==> config.mk <==
export PLATFORM = sky130hd
export DESIGN_NAME = png_metadata_chunk_filter_unit
export DESIGN_NICKNAME = d
export VERILOG_FILES = /design/src/sv/pmcf_pkg.sv /design/src/sv/pmcf_fifo.sv /design/src/sv/pmcf_front.sv /design/src/sv/pmcf_back.sv /design/src/sv/png_metadata_chunk_filter_unit.sv
export SDC_FILE = /design/constraint.sdc
export NUM_CORES = 1
export LEC_CHECK = 0
export ABC_CLOCK_PERIOD_IN_PS = 5200
export BUFFER_PORTS_ARGS = -buffer_cell sky130_fd_sc_hd__buf_2
export CAP_MARGIN = 0
export CORE_ASPECT_RATIO = 1.2
export CORE_MARGIN = 10
export CORE_UTILIZATION = 50
export DETAILED_ROUTE_END_ITERATION = 8
export PLACE_DENSITY = 0.75
export SYNTH_ARGS = -nofsm -noshare
export SYNTH_HDL_FRONTEND = slang
export SYNTH_HIERARCHICAL = 1
export SYNTH_SLANG_ARGS = --single-unit
==> constraint.sdc <==
create_clock -name clk_i -period 5.2 [get_ports clk_i]
set_clock_uncertainty 0.05 [all_clocks]
set_input_delay 0.26 -clock clk_i [delete_from_list [all_inputs] [get_ports clk_i]]
set_output_delay 0.26 -clock clk_i [all_outputs]
set_load 0.005 [all_outputs]
==> src/sv/pmcf_pkg.sv <==
// shared types, constants and tag helpers of the png metadata chunk filter
// no dependencies
package pmcf_pkg;

  localparam int unsigned FIFO_DEPTH = 4;
  localparam int unsigned FIFO_AW    = $clog2(FIFO_DEPTH);
  localparam int unsigned HOLD_DEPTH = 12;

  localparam logic [3:0] SIG_LAST = 4'd7;
  localparam logic [3:0] HDR_LAST = 4'd11;

  localparam logic [1:0] ST_OK      = 2'd0;
  localparam logic [1:0] ST_BAD_SIG = 2'd1;
  localparam logic [1:0] ST_TRUNC   = 2'd2;

  localparam logic [31:0] TAG_EXIF = 32'h6558_4966;
  localparam logic [31:0] TAG_ICCP = 32'h6943_4350;
  localparam logic [31:0] TAG_ITXT = 32'h6954_5874;
  localparam logic [31:0] TAG_TEXT = 32'h7445_5874;
  localparam logic [31:0] TAG_ZTXT = 32'h7a54_5874;
  localparam logic [31:0] TAG_TIME = 32'h7449_4d45;
  localparam logic [31:0] TAG_IEND = 32'h4945_4e44;

  typedef enum logic [4:0] {
    PH_SIG  = 5'b00001,
    PH_HDR  = 5'b00010,
    PH_BODY = 5'b00100,
    PH_TAIL = 5'b01000,
    PH_BAD  = 5'b10000
  } phase_e;

  typedef enum logic [1:0] {
    K_PASS  = 2'd0,
    K_FLUSH = 2'd1,
    K_STAT  = 2'd2
  } kind_e;

  // one queue entry: what the back part has to emit for one accepted byte
  typedef struct packed {
    kind_e      kind;
    logic [7:0] data;
    logic       bank;
    logic       hdr;     // flush of 12 header bytes, else 8 signature bytes
    logic       last;
    logic [1:0] status;
  } q_ent_t;

  typedef struct packed {
    logic       en;
    logic       bank;
    logic [3:0] idx;
    logic [7:0] data;
  } hold_wr_t;

  typedef struct packed {
    logic en;
    logic bank;
  } bank_rel_t;

  function automatic logic [7:0] sig_byte(input logic [2:0] idx);
    logic [7:0] r;
    unique case (idx)
      3'd0: r = 8'h89;
      3'd1: r = 8'h50;
      3'd2: r = 8'h4e;
      3'd3: r = 8'h47;
      3'd4: r = 8'h0d;
      3'd5: r = 8'h0a;
      3'd6: r = 8'h1a;
      3'd7: r = 8'h0a;
      default: r = 8'h00;
    endcase
    return r;
  endfunction

  function automatic logic tag_dropped(input logic [31:0] tag);
    return (tag == TAG_EXIF) || (tag == TAG_ICCP) || (tag == TAG_ITXT) ||
           (tag == TAG_TEXT) || (tag == TAG_ZTXT) || (tag == TAG_TIME);
  endfunction

endpackage

==> src/sv/pmcf_fifo.sv <==
// short request queue between the classifying front part and the output back part
// depends on pmcf_pkg
module pmcf_fifo (
  input  logic            clk_i,
  input  logic            rst_ni,
  input  logic            push_i,
  input  pmcf_pkg::q_ent_t push_data_i,
  output logic            full_o,
  input  logic            pop_i,
  output pmcf_pkg::q_ent_t pop_data_o,
  output logic            empty_o
);

  pmcf_pkg::q_ent_t mem_q [pmcf_pkg::FIFO_DEPTH];
  logic [pmcf_pkg::FIFO_AW-1:0] wr_ptr_q, rd_ptr_q;
  logic [pmcf_pkg::FIFO_AW:0]   cnt_q, cnt_d;
  logic do_push, do_pop;

  assign full_o  = (cnt_q == (pmcf_pkg::FIFO_AW+1)'(pmcf_pkg::FIFO_DEPTH));
  assign empty_o = (cnt_q == '0);
  assign do_push = push_i & ~full_o;
  assign do_pop  = pop_i & ~empty_o;
  assign pop_data_o = mem_q[rd_ptr_q];

  always_comb begin
    cnt_d = cnt_q;
    if (do_push && !do_pop) begin
      cnt_d = cnt_q + 1'b1;
    end else if (!do_push && do_pop) begin
      cnt_d = cnt_q - 1'b1;
    end
  end

  always_ff @(posedge clk_i or negedge rst_ni) begin
    if (!rst_ni) begin
      wr_ptr_q <= '0;
      rd_ptr_q <= '0;
      cnt_q    <= '0;
    end else begin
      if (do_push) wr_ptr_q <= wr_ptr_q + 1'b1;
      if (do_pop)  rd_ptr_q <= rd_ptr_q + 1'b1;
      cnt_q <= cnt_d;
    end
  end

  always_ff @(posedge clk_i) begin
    if (do_push) begin
      mem_q[wr_ptr_q] <= push_data_i;
    end
  end

endmodule

==> src/sv/pmcf_front.sv <==
// front part: accepts file bytes, tracks signature and chunk framing, queues work
// depends on pmcf_pkg
module pmcf_front (
  input  logic                clk_i,
  input  logic                rst_ni,
  input  logic                in_valid_i,
  output logic                in_ready_o,
  input  logic [7:0]          in_byte_i,
  input  logic                in_last_i,
  input  logic                fifo_full_i,
  output logic                push_o,
  output pmcf_pkg::q_ent_t    push_data_o,
  output pmcf_pkg::hold_wr_t  hold_wr_o,
  input  pmcf_pkg::bank_rel_t rel_i
);

  pmcf_pkg::phase_e phase_q, phase_d;
  logic [3:0]  cnt_q, cnt_d;
  logic        sig_bad_q, sig_bad_d;
  logic        keep_q, keep_d;
  logic        iend_q, iend_d;
  logic        bank_q, bank_d;
  logic [1:0]  pend_q, pend_d;
  logic [31:0] len_q, len_d;
  logic [31:0] tag_q, tag_d;
  logic [31:0] remain_q, remain_d;

  logic accept, hold_ph, mis, keep_n, iend_n, done;

  assign hold_ph    = (phase_q == pmcf_pkg::PH_SIG) || (phase_q == pmcf_pkg::PH_HDR);
  // a new header may not overwrite a bank that is still being flushed
  assign in_ready_o = ~fifo_full_i & ~(hold_ph & pend_q[bank_q]);
  assign accept     = in_valid_i & in_ready_o;

  assign mis    = sig_bad_q | (in_byte_i != pmcf_pkg::sig_byte(cnt_q[2:0]));
  assign keep_n = ~pmcf_pkg::tag_dropped(tag_q);
  assign iend_n = (tag_q == pmcf_pkg::TAG_IEND);
  assign done   = (remain_q == 32'd1);

  always_comb begin
    phase_d   = phase_q;
    cnt_d     = cnt_q;
    sig_bad_d = sig_bad_q;
    keep_d    = keep_q;
    iend_d    = iend_q;
    bank_d    = bank_q;
    pend_d    = pend_q;
    len_d     = len_q;
    tag_d     = tag_q;
    remain_d  = remain_q;
    push_o    = 1'b0;
    push_data_o = '{kind: pmcf_pkg::K_PASS, data: in_byte_i, bank: bank_q, hdr: 1'b0,
                    last: in_last_i, status: pmcf_pkg::ST_OK};
    hold_wr_o = '{en: 1'b0, bank: bank_q, idx: cnt_q, data: in_byte_i};

    if (rel_i.en) pend_d[rel_i.bank] = 1'b0;

    if (accept) begin
      unique case (phase_q)
        pmcf_pkg::PH_SIG: begin
          hold_wr_o.en = 1'b1;
          sig_bad_d    = mis;
          if (cnt_q == pmcf_pkg::SIG_LAST) begin
            cnt_d = '0;
            if (!mis) begin
              push_o = 1'b1;
              push_data_o.kind = pmcf_pkg::K_FLUSH;
              phase_d = pmcf_pkg::PH_HDR;
            end else begin
              phase_d = pmcf_pkg::PH_BAD;
              if (in_last_i) begin
                push_o = 1'b1;
                push_data_o.kind   = pmcf_pkg::K_STAT;
                push_data_o.status = pmcf_pkg::ST_BAD_SIG;
              end
            end
          end else begin
            cnt_d = cnt_q + 1'b1;
            if (in_last_i) begin
              push_o = 1'b1;
              push_data_o.kind   = pmcf_pkg::K_STAT;
              push_data_o.status = pmcf_pkg::ST_BAD_SIG;
            end
          end
        end
        pmcf_pkg::PH_HDR: begin
          hold_wr_o.en = 1'b1;
          if (cnt_q[3:2] == 2'b00) len_d = {len_q[23:0], in_byte_i};
          if (cnt_q[3:2] == 2'b01) tag_d = {tag_q[23:0], in_byte_i};
          if (cnt_q == pmcf_pkg::HDR_LAST) begin
            cnt_d    = '0;
            keep_d   = keep_n;
            iend_d   = iend_n;
            remain_d = len_q;
            push_data_o.hdr = 1'b1;
            if (len_q == '0) begin
              phase_d = iend_n ? pmcf_pkg::PH_TAIL : pmcf_pkg::PH_HDR;
              if (keep_n) begin
                push_o = 1'b1;
                push_data_o.kind = pmcf_pkg::K_FLUSH;
              end else if (in_last_i) begin
                push_o = 1'b1;
                push_data_o.kind = pmcf_pkg::K_STAT;
              end
            end else begin
              phase_d = pmcf_pkg::PH_BODY;
              if (in_last_i) begin
                // chunk cut off right after its header: status only
                push_o = 1'b1;
                push_data_o.kind   = pmcf_pkg::K_STAT;
                push_data_o.status = pmcf_pkg::ST_TRUNC;
              end else if (keep_n) begin
                push_o = 1'b1;
                push_data_o.kind = pmcf_pkg::K_FLUSH;
              end
            end
          end else begin
            cnt_d = cnt_q + 1'b1;
            if (in_last_i) begin
              // trailing fragment is dropped
              push_o = 1'b1;
              push_data_o.kind = pmcf_pkg::K_STAT;
            end
          end
        end
        pmcf_pkg::PH_BODY: begin
          if (done) begin
            phase_d = iend_q ? pmcf_pkg::PH_TAIL : pmcf_pkg::PH_HDR;
          end
          remain_d = remain_q - 1'b1;
          if (in_last_i) begin
            push_o = 1'b1;
            if (!done) begin
              push_data_o.kind   = pmcf_pkg::K_STAT;
              push_data_o.status = pmcf_pkg::ST_TRUNC;
            end else if (!keep_q) begin
              push_data_o.kind = pmcf_pkg::K_STAT;
            end
          end else begin
            push_o = keep_q;
          end
        end
        pmcf_pkg::PH_TAIL: begin
          if (in_last_i) begin
            push_o = 1'b1;
            push_data_o.kind = pmcf_pkg::K_STAT;
          end
        end
        pmcf_pkg::PH_BAD: begin
          if (in_last_i) begin
            push_o = 1'b1;
            push_data_o.kind   = pmcf_pkg::K_STAT;
            push_data_o.status = pmcf_pkg::ST_BAD_SIG;
          end
        end
        default: begin
          phase_d = pmcf_pkg::PH_BAD;
        end
      endcase

      if (push_o && push_data_o.kind == pmcf_pkg::K_FLUSH) begin
        pend_d[bank_q] = 1'b1;
        bank_d = ~bank_q;
      end
      if (push_data_o.kind != pmcf_pkg::K_STAT) push_data_o.status = pmcf_pkg::ST_OK;

      // end of file: back to the signature phase for the next one
      if (in_last_i) begin
        phase_d   = pmcf_pkg::PH_SIG;
        cnt_d     = '0;
        sig_bad_d = 1'b0;
        keep_d    = 1'b0;
        iend_d    = 1'b0;
      end
    end
  end

  always_ff @(posedge clk_i or negedge rst_ni) begin
    if (!rst_ni) begin
      phase_q   <= pmcf_pkg::PH_SIG;
      cnt_q     <= '0;
      sig_bad_q <= 1'b0;
      keep_q    <= 1'b0;
      iend_q    <= 1'b0;
      bank_q    <= 1'b0;
      pend_q    <= '0;
    end else begin
      phase_q   <= phase_d;
      cnt_q     <= cnt_d;
      sig_bad_q <= sig_bad_d;
      keep_q    <= keep_d;
      iend_q    <= iend_d;
      bank_q    <= bank_d;
      pend_q    <= pend_d;
    end
  end

  always_ff @(posedge clk_i) begin
    len_q    <= len_d;
    tag_q    <= tag_d;
    remain_q <= remain_d;
  end

endmodule

==> src/sv/pmcf_back.sv <==
// back part: ping-pong hold store and output register, emits one item per cycle
// while the output is not stalled and the queue is not empty; depends on pmcf_pkg
module pmcf_back (
  input  logic                clk_i,
  input  logic                rst_ni,
  input  logic                fifo_empty_i,
  input  pmcf_pkg::q_ent_t    fifo_data_i,
  output logic                pop_o,
  input  pmcf_pkg::hold_wr_t  hold_wr_i,
  output pmcf_pkg::bank_rel_t rel_o,
  output logic                out_valid_o,
  input  logic                out_ready_i,
  output logic [7:0]          out_byte_o,
  output logic                out_dvalid_o,
  output logic                out_last_o,
  output logic [1:0]          out_status_o
);

  logic [7:0] hold_q [2][pmcf_pkg::HOLD_DEPTH];

  logic       vld_q;
  logic [3:0] idx_q, idx_d;
  logic [7:0] byte_q, byte_d;
  logic       dv_q, dv_d;
  logic       last_q, last_d;
  logic [1:0] st_q, st_d;
  logic       load, fl_end;

  assign load   = (~vld_q | out_ready_i) & ~fifo_empty_i;
  assign fl_end = fifo_data_i.hdr ? (idx_q == pmcf_pkg::HDR_LAST)
                                  : (idx_q == pmcf_pkg::SIG_LAST);

  always_comb begin
    idx_d  = idx_q;
    byte_d = byte_q;
    dv_d   = dv_q;
    last_d = last_q;
    st_d   = st_q;
    pop_o  = 1'b0;
    rel_o  = '{en: 1'b0, bank: fifo_data_i.bank};
    if (load) begin
      unique case (fifo_data_i.kind)
        pmcf_pkg::K_PASS: begin
          byte_d = fifo_data_i.data;
          dv_d   = 1'b1;
          last_d = fifo_data_i.last;
          st_d   = pmcf_pkg::ST_OK;
          pop_o  = 1'b1;
        end
        pmcf_pkg::K_FLUSH: begin
          byte_d = hold_q[fifo_data_i.bank][idx_q];
          dv_d   = 1'b1;
          last_d = fifo_data_i.last & fl_end;
          st_d   = pmcf_pkg::ST_OK;
          if (fl_end) begin
            idx_d    = '0;
            pop_o    = 1'b1;
            rel_o.en = 1'b1;
          end else begin
            idx_d = idx_q + 1'b1;
          end
        end
        default: begin
          byte_d = '0;
          dv_d   = 1'b0;
          last_d = 1'b1;
          st_d   = fifo_data_i.status;
          pop_o  = 1'b1;
        end
      endcase
    end
  end

  always_ff @(posedge clk_i or negedge rst_ni) begin
    if (!rst_ni) begin
      vld_q <= 1'b0;
      idx_q <= '0;
    end else begin
      idx_q <= idx_d;
      if (load) begin
        vld_q <= 1'b1;
      end else if (out_ready_i) begin
        vld_q <= 1'b0;
      end
    end
  end

  always_ff @(posedge clk_i) begin
    byte_q <= byte_d;
    dv_q   <= dv_d;
    last_q <= last_d;
    st_q   <= st_d;
    if (hold_wr_i.en) begin
      hold_q[hold_wr_i.bank][hold_wr_i.idx] <= hold_wr_i.data;
    end
  end

  assign out_valid_o  = vld_q;
  assign out_byte_o   = byte_q;
  assign out_dvalid_o = dv_q;
  assign out_last_o   = last_q;
  assign out_status_o = st_q;

endmodule

==> src/sv/png_metadata_chunk_filter_unit.sv <==
// top level of the png metadata chunk filter: front part, request queue, back part
// depends on pmcf_pkg, pmcf_front, pmcf_fifo, pmcf_back
//
// usage:
//   s_axis carries the png file one byte per request, tlast on its final byte.
//   m_axis carries the stripped file: tdata[7:0] byte, tdata[9:8] status,
//   tuser 1 for a data byte and 0 for a status-only item, tlast on the
//   final item of the file. a non-zero status (1 bad signature, 2 truncated
//   chunk) tells downstream to throw the file away.
//   eXIf, iCCP, iTXt, tEXt, zTXt and tIME chunks are removed, bytes after
//   IEND are discarded, a trailing fragment under 12 bytes is dropped.
//   throughput: one input byte per cycle. body bytes pass through the queue
//   and output register; the 8 signature bytes and each 12-byte chunk header
//   are held and sent one per cycle while m_axis is not stalled, from a
//   two-bank hold store; the input waits only when a new signature or header
//   would land in a bank still being sent or the four-entry queue is full.
//   reset clears the framing state, queue and output valid flag; the block
//   then expects a signature. a stall on m_axis holds the output item,
//   fills the queue and then drops s_axis_tready.
module png_metadata_chunk_filter_unit (
  input  logic        clk_i,
  input  logic        rst_ni,
  input  logic        s_axis_tvalid,
  output logic        s_axis_tready,
  input  logic [7:0]  s_axis_tdata,   // [7:0] in_byte
  input  logic        s_axis_tlast,
  output logic        m_axis_tvalid,
  input  logic        m_axis_tready,
  output logic [15:0] m_axis_tdata,   // [7:0] out_byte, [9:8] out_status, rest zero
  output logic        m_axis_tlast,
  output logic        m_axis_tuser    // [0] out_dvalid
);

  pmcf_pkg::q_ent_t    push_data, pop_data;
  pmcf_pkg::hold_wr_t  hold_wr;
  pmcf_pkg::bank_rel_t rel;
  logic push, pop, full, empty;
  logic [7:0] out_byte;
  logic [1:0] out_status;

  pmcf_front u_front (
    .clk_i       (clk_i),
    .rst_ni      (rst_ni),
    .in_valid_i  (s_axis_tvalid),
    .in_ready_o  (s_axis_tready),
    .in_byte_i   (s_axis_tdata),
    .in_last_i   (s_axis_tlast),
    .fifo_full_i (full),
    .push_o      (push),
    .push_data_o (push_data),
    .hold_wr_o   (hold_wr),
    .rel_i       (rel)
  );

  pmcf_fifo u_fifo (
    .clk_i       (clk_i),
    .rst_ni      (rst_ni),
    .push_i      (push),
    .push_data_i (push_data),
    .full_o      (full),
    .pop_i       (pop),
    .pop_data_o  (pop_data),
    .empty_o     (empty)
  );

  pmcf_back u_back (
    .clk_i        (clk_i),
    .rst_ni       (rst_ni),
    .fifo_empty_i (empty),
    .fifo_data_i  (pop_data),
    .pop_o        (pop),
    .hold_wr_i    (hold_wr),
    .rel_o        (rel),
    .out_valid_o  (m_axis_tvalid),
    .out_ready_i  (m_axis_tready),
    .out_byte_o   (out_byte),
    .out_dvalid_o (m_axis_tuser),
    .out_last_o   (m_axis_tlast),
    .out_status_o (out_status)
  );

  assign m_axis_tdata = {6'b0, out_status, out_byte};

endmodule

---- Word level (Yosys, flattened, before mapping) ----
Memories as Yosys holds them, arrays and structs flattened.
Cells that the tools add are included.
word-level totals
  ROM bits ................................ 56
  RAM bits ................................ 252
  memories ................................ 3
  bits of input ports ..................... 13
  bits in registers ....................... 135
  word-level logic and storage cells ...... 217
  output and inout port bits .............. 20
memories
  name              words  width  read ports  clocked after Yosys merged registers in  write ports  RTL line         source
  u_back.hold_q     2      96     1           0                                        1            pmcf_back.sv:19  logic [7:0] hold_q [2][pmcf_pkg::HOLD_DEPTH];
  u_fifo.mem_q      4      15     1           0                                        1            pmcf_fifo.sv:14  pmcf_pkg::q_ent_t mem_q [pmcf_pkg::FIFO_DEPTH];
  (name not given)  8      7      1           0                                        0            pmcf_pkg.sv:62   unique case (idx)
cells by class
  bitwise logic cells ..................... 20
  reductions and logical operators ........ 37
  multiplexer cells ....................... 96
  $add $sub $neg .......................... 7
  equality and inequality tests ........... 28
  order comparisons ....................... 7
operators by type and width
  kind                     count
  $eq A32 B31 Y1 const B   7
  $mux W96                 1
  $pmux W32 S2             1
  $mux W2                  23
  $mux W1                  42
  $bmux W8 S4              1
  $demux W8 S4             1
  $eq A32 B1 Y1 const B    1
  $logic_not A32 Y1        1
  $mux W32                 1
  $sub A32 B1 Y32 const B  1
  $mux W5                  6
  $mux W4                  6
  $mux W8                  3
  $pmux W5 S4              1
  $pmux W2 S4              2
  $pmux W8 S2              1
  $reduce_and A3 Y1        4
  $reduce_bool A2 Y1       6
  $ge A5 B5 Y1 const B     2
  $not A4 Y5               2
  $add A4 B1 Y4 const B    2
  $eq A4 B3 Y1 const B     2
  $eq A4 B4 Y1 const B     2
  38 further kinds         76

---- Depth between registers and ports, before layout ----
  depth in word-level cells ............... 18
  mapped depth ............................ 16
  gate-level depth less buffers ........... 15

---- Cells and area by module ----
The synthesis kept the hierarchy.
modules (own cells, without submodules)
  module                          times used  cells an instance  area each (um^2)  sequential area each (um^2)
  pmcf_back                       1           501                8455.6            6251.0
  pmcf_front                      1           504                5716.7            3259.4
  pmcf_fifo                       1           115                2621.3            1976.9
  png_metadata_chunk_filter_unit  1           7                  48.8              0.0

---- Worst setup path after synthesis ----
No wires, ideal clock.
  kind .................................... register to register
  from .................................... reg u_front.phase_q[0]
  to ...................................... reg u_front.len_q[0], enable pin
  required time ........................... 4.648 ns
  cell stages (with the launch flop) ...... 6
  setup time .............................. 0.502 ns
  period minus slack after synthesis ...... 5.012 ns
  path buffers ............................ 2
  slack ................................... 0.188 ns
  arrival time ............................ 4.461 ns
  cells stage by stage .................... dfstp_2 > clkbuf_1 > xnor2_1 > o41ai_4 > clkbuf_1 > nor4_1
between the ends
  longest elaborated chain between the ends .. 7
  elaborated cells between the ends (all ways) .. 8
  classes of those cells .................. eq/ne (2); bitwise (4); reduce/logical (2)
ends and longest elaborated chain
  element                                       RTL line                            source
  from (decl)                                   pmcf_front.sv:17                    pmcf_pkg::phase_e phase_q, phase_d;
  from (signal assigned)                        pmcf_front.sv:180                   phase_q <= pmcf_pkg::PH_SIG;
  from (signal assigned)                        pmcf_front.sv:188                   phase_q <= phase_d;
  $eq A5 B1 Y1 or $eq A5 B2 Y1 (tied branches)  pmcf_front.sv:30, pmcf_front.sv:59
  $logic_or A1 B1 Y1                            pmcf_front.sv:30                    assign hold_ph = (phase_q == pmcf_pkg::PH_SIG) || (phase_q == pmcf_pkg::PH_HDR);
  $and A1 B1 Y1                                 pmcf_front.sv:32                    assign in_ready_o = ~fifo_full_i & ~(hold_ph & pend_q[bank_q]);
  $not A1 Y1                                    pmcf_front.sv:32
  $and A1 B1 Y1                                 pmcf_front.sv:32
  $and A1 B1 Y1                                 pmcf_front.sv:33                    assign accept = in_valid_i & in_ready_o;
  $reduce_and A3 Y1 (no line) *                 --
  to (signal assigned)                          pmcf_front.sv:199                   len_q <= len_d;
  to (decl)                                     pmcf_front.sv:24                    logic [31:0] len_q, len_d;
Mark *: on every way between the ends. The rest lies on a longest branch, timed or not.
A chain may end at the register's enable or synchronous reset.

---- Worst setup path after layout ----
  from .................................... reg u_front.cnt_q[1]
  to ...................................... reg u_fifo/cnt_q[2] (netlist name)
between the ends
  longest elaborated chain between the ends .. 12
  elaborated cells between the ends (all ways) .. 17
  classes of those cells .................. eq/ne (3); mux (7); bitwise (2); reduce/logical (4); memory (1)
ends and longest elaborated chain
  element                       RTL line                              source
  from (decl)                   pmcf_front.sv:18                      logic [3:0] cnt_q, cnt_d;
  from (signal assigned)        pmcf_front.sv:189                     cnt_q <= cnt_d;
  $mem_v2 Z8 W7                 --
  $ne A8 B8 Y1                  pmcf_front.sv:35                      assign mis = sig_bad_q | (in_byte_i != pmcf_pkg::sig_byte(cnt_q[2:0]));
  $or A1 B1 Y1                  pmcf_front.sv:35
  $mux W1                       pmcf_front.sv:65                      if (!mis) begin
  $mux W1                       pmcf_front.sv:63                      if (cnt_q == pmcf_pkg::SIG_LAST) begin
  $pmux W1 S4 *                 pmcf_front.sv:59                      unique case (phase_q)
  $mux W1 * (2 in a row)        pmcf_front.sv:58                      if (accept) begin
  named net push                png_metadata_chunk_filter_unit.sv:37  logic push, pop, full, empty;
  $and A1 B1 Y1 *               pmcf_fifo.sv:21                       assign do_push = push_i & ~full_o;
  $logic_not A1 Y1              pmcf_fifo.sv:29                       end else if (!do_push && do_pop) begin
  $logic_and A1 B1 Y1           pmcf_fifo.sv:29
  $reduce_bool A2 Y1 (no line)  --
  to (signal assigned)          pmcf_fifo.sv:42                       cnt_q <= cnt_d;
  to (decl)                     pmcf_fifo.sv:16                       logic [pmcf_pkg::FIFO_AW:0] cnt_q, cnt_d;
Mark *: on every way through the listed nets, which the timed path passes. The rest lies on a longest branch. The select of a mux whose other input is x is not followed.

==> metrics.yaml <==
wire_per_inst_um: 21.5
leakagePower_nw: 6.09
path_max_fanout: 12
postPlaceCellArea_mm2: 0.0172
wl_um: 34800
crit_type: "reg2reg"
sw_frac_of_total_pct: 29.4
boundaryPins: 33
drive_above_1_share_pct: 11.1
hp-class: "in2reg"
cts_resized: 0
syn_area_per_cell_um2: 14.9
total_power_mw: 8.55
synth_cells: 1127
rows: 73
run_status: "finished clean"
viasPerCell: 5.90
power_density_mw_per_mm2: 465
grt_max_degree: 63
fin_crit_sh_pct: 84.7
grt_pass1_wl_um: 54300
post-dp-hpwl_um: 22300
synth_edf_count: 360
route.detailed.drc: 0
max-slew-margin-rel_pct: 22.5
ys_seq_elements: 387
die_h_um: 221
seq_area_mm2: 0.0115
finalHoldViolCount: 0
nFillCells: 2558
cts_buffers: 38
initial_core_util_pct: 50.8
drv_slew: 0
postCtsSetupRepairBufs: 0
synth_common_cells: "edfxtp_1 (360), mux2i_1 (101), nand2_1 (75)"
grt_pass1_vias: 9636
synth_seq_area_share_pct: 68.2
place_congestion: 0.832
layout.nets: 1162
final_area_mm2: 0.0184
reg2reg_slack_ns: 0.79
antenna_cells: 0
tns_ns: 0
cts_buffer_depth: 3
insertion_delay_ns: 0.53
period_needed_ns: 4.41
crit_required_ns: 5.60
synth_flop_cell: "edfxtp_1"
cts_root_buffer: "clkbuf_16"
crit_arrival_ns: 4.81
reg2regPathDepth: 15
dieArea_mm2: 0.0415
multi_input_area_mm2: 0.00482
clock_power_share_pct: 31.5
netlist_area_mm2: 0.0168
pwr-share-seq_pct: 45.1
min_from: "m_axis_tready"
hold_depth: 3
die_x_um: 188
overflow: 0
ys_top_cells_by_area: "edfxtp_1 (64%), mux2i_1 (6.0%), dfrtp_1 (3.9%), nand2_1 (1.7%), xnor2_1 (1.6%)"
cts_tree: "done"
antenna_left: 0
cap_violations: 0
clkSlewWorstSetupHoldPaths_ns: 0.06
fmax_ghz: 0.227
synth_top_cell_by_area: "edfxtp_1"
r2r_start: "u_front/cnt_q[1]"
antenna_found_initial: 1
combPwrFrac_pct: 23.4
port-buffer-count: 26
cts_hold_buffers: 1
r2r-end: "u_fifo/cnt_q[2]"
cts.sinks: 387
cellInternalPower_mw: 6.04
vias: 9525
startpoint_type: "flip-flop"
synth_cell_type_count: 77
yosysMostFrequentCell: "edfxtp_1"
end_kind: "flip-flop"
core_mm2: 0.0332
async_flop_share_pct: 6.98
firstDrtPassIters: 5
p_sw_mw: 2.51
startpoint: "u_front/cnt_q[1]"
fin_util_pct: 55.4
setup_viol: 0
rsz0062_at_grt: "false"
synthToLayoutAreaGrowth_pct: 9.14
ir_drop_mv: 0.242
yosysTopAreaCellShare_pct: 64.2
cts_htree_levels: 2
worst_slew_pin_slew_ns: 1.16
yosysWarnings: 6
grt_usage_pct: 16.2
drt_iter0_markers: 763
min_to: "u_back/out_valid_o"
==> cells in the final DEF (no fill, tap or decap), types with 10 or more instances in the layout <==
master       n
o21ai_0     41
nor3_1      23
inv_1       17
ha_1        12
a22o_1      18
mux4_2      11
mux2i_1    101
nand3_1     24
a31oi_1     11
nand2_1     75
a21oi_1     10
xnor2_1     31
edfxtp_1   360
dfrtp_1     25
buf_2       26
nor2b_1     20
nor4_1      15
buf_4       12
clkbuf_1    15
a22oi_1     34
nor2_1      71
clkbuf_16   38
==> logic make-up after synthesis <==
| family | Yosys count | synth area share, % |
|---|---|---|
| compound gates | 159 | 6.70 |
| xor+xnor | 40 | 2.08 |
| fa+ha+maj | 13 | 1.01 |
| buf+inv | 93 | 3.47 |
| flops | 387 | 68.2 |
| mux | 120 | 8.39 |
| other cells | 1 | 0.0223 |
| simple gates | 314 | 10.1 |
==> critical path: stages (launching register included) <==
cell	delay [ns]
dfrtp_1	0.54
inv_1	0.15
ha_1	0.29
xnor2_1	0.21
mux2i_1	0.09
or4_1	0.56
or4_4	0.56
o21ai_1	0.14
o21a_1	0.13
nor2b_1	0.45
ha_1	0.28
inv_1	0.06
fa_1	0.38
xor2_1	0.18
nor2_1	0.11
xor2_1	0.14
==> state kept, by name, summed over array words and instances, names as in the netlist <==
register / count
u_back/hold_q: 192
u_back/idx_q: 4
u_back/out_byte_o: 8
u_back/out_dvalid_o: 1
u_back/out_last_o: 1
u_back/out_status_o: 2
u_back/out_valid_o: 1
u_fifo/cnt_q: 3
u_fifo/mem_q: 60
u_fifo/rd_ptr_q: 2
u_fifo/wr_ptr_q: 2
u_front/bank_q: 1
u_front/cnt_q: 4
u_front/iend_q: 1
u_front/keep_q: 1
u_front/len_q: 32
u_front/pend_q: 2
u_front/phase_q: 5
u_front/remain_q: 32
u_front/sig_bad_q: 1
u_front/tag_q: 32
==> layer usage <==
metal / part of all wire [%] / vias up / global-route usage [%] / wire length (µm)
li1: - / 4346 / - / -
met1: 41 / 4756 / 20.5 / 14200
met2: 51 / 353 / 28.0 / 17600
met3: 5.9 / 68 / 2.50 / 2040
met4: 2.5 / 2 / 5.05 / 874
met5: 0.023 / - / 0 / 8
==> worst max path at each step <==
stage	to	depth (start not counted)
finish	u_fifo/cnt_q[2]	15
global route	u_fifo/cnt_q[2]	15
CTS	u_fifo/cnt_q[2]	15
detailed placement	u_fifo/cnt_q[2]	15
global placement	u_fifo/cnt_q[2]	15
floorplan	u_front/len_q[0]	5
==> per-stage QoR <==
stage          hold slack, ns  std cells  setup slack (ns)
3_5_place_dp            0.287       1545             0.840
2_1_floorplan         -0.0856       1132             0.188
6_report               0.0525       1615             0.794
4_1_cts                0.0339       1615             0.840
3_3_place_gp            0.276       1545             0.956
5_1_grt                0.0399       1615             0.499
==> area by class of cell <==
cell class                 instances  share of cell area, %
sequential                       387                   62.5
clock buffer                      54                   5.55
timing repair buffer              39                   1.25
clock inverter                    15                   1.06
multi-input combinational        652                   26.2
tap                              450                   3.06
inverter                          18                  0.368
==> power by group through the flow <==
stage,Combinational [mW],Clock [mW],Sequential (mW)
after detailed placement,1.98,0,3.92
after floorplan,1.67,0,3.77
final,2.00,2.69,3.86
after global placement,1.94,0,3.92
after CTS,2.00,2.74,3.86
after global routing,2.16,2.86,3.89
Note: power is estimated with default switching activity, not from simulation.
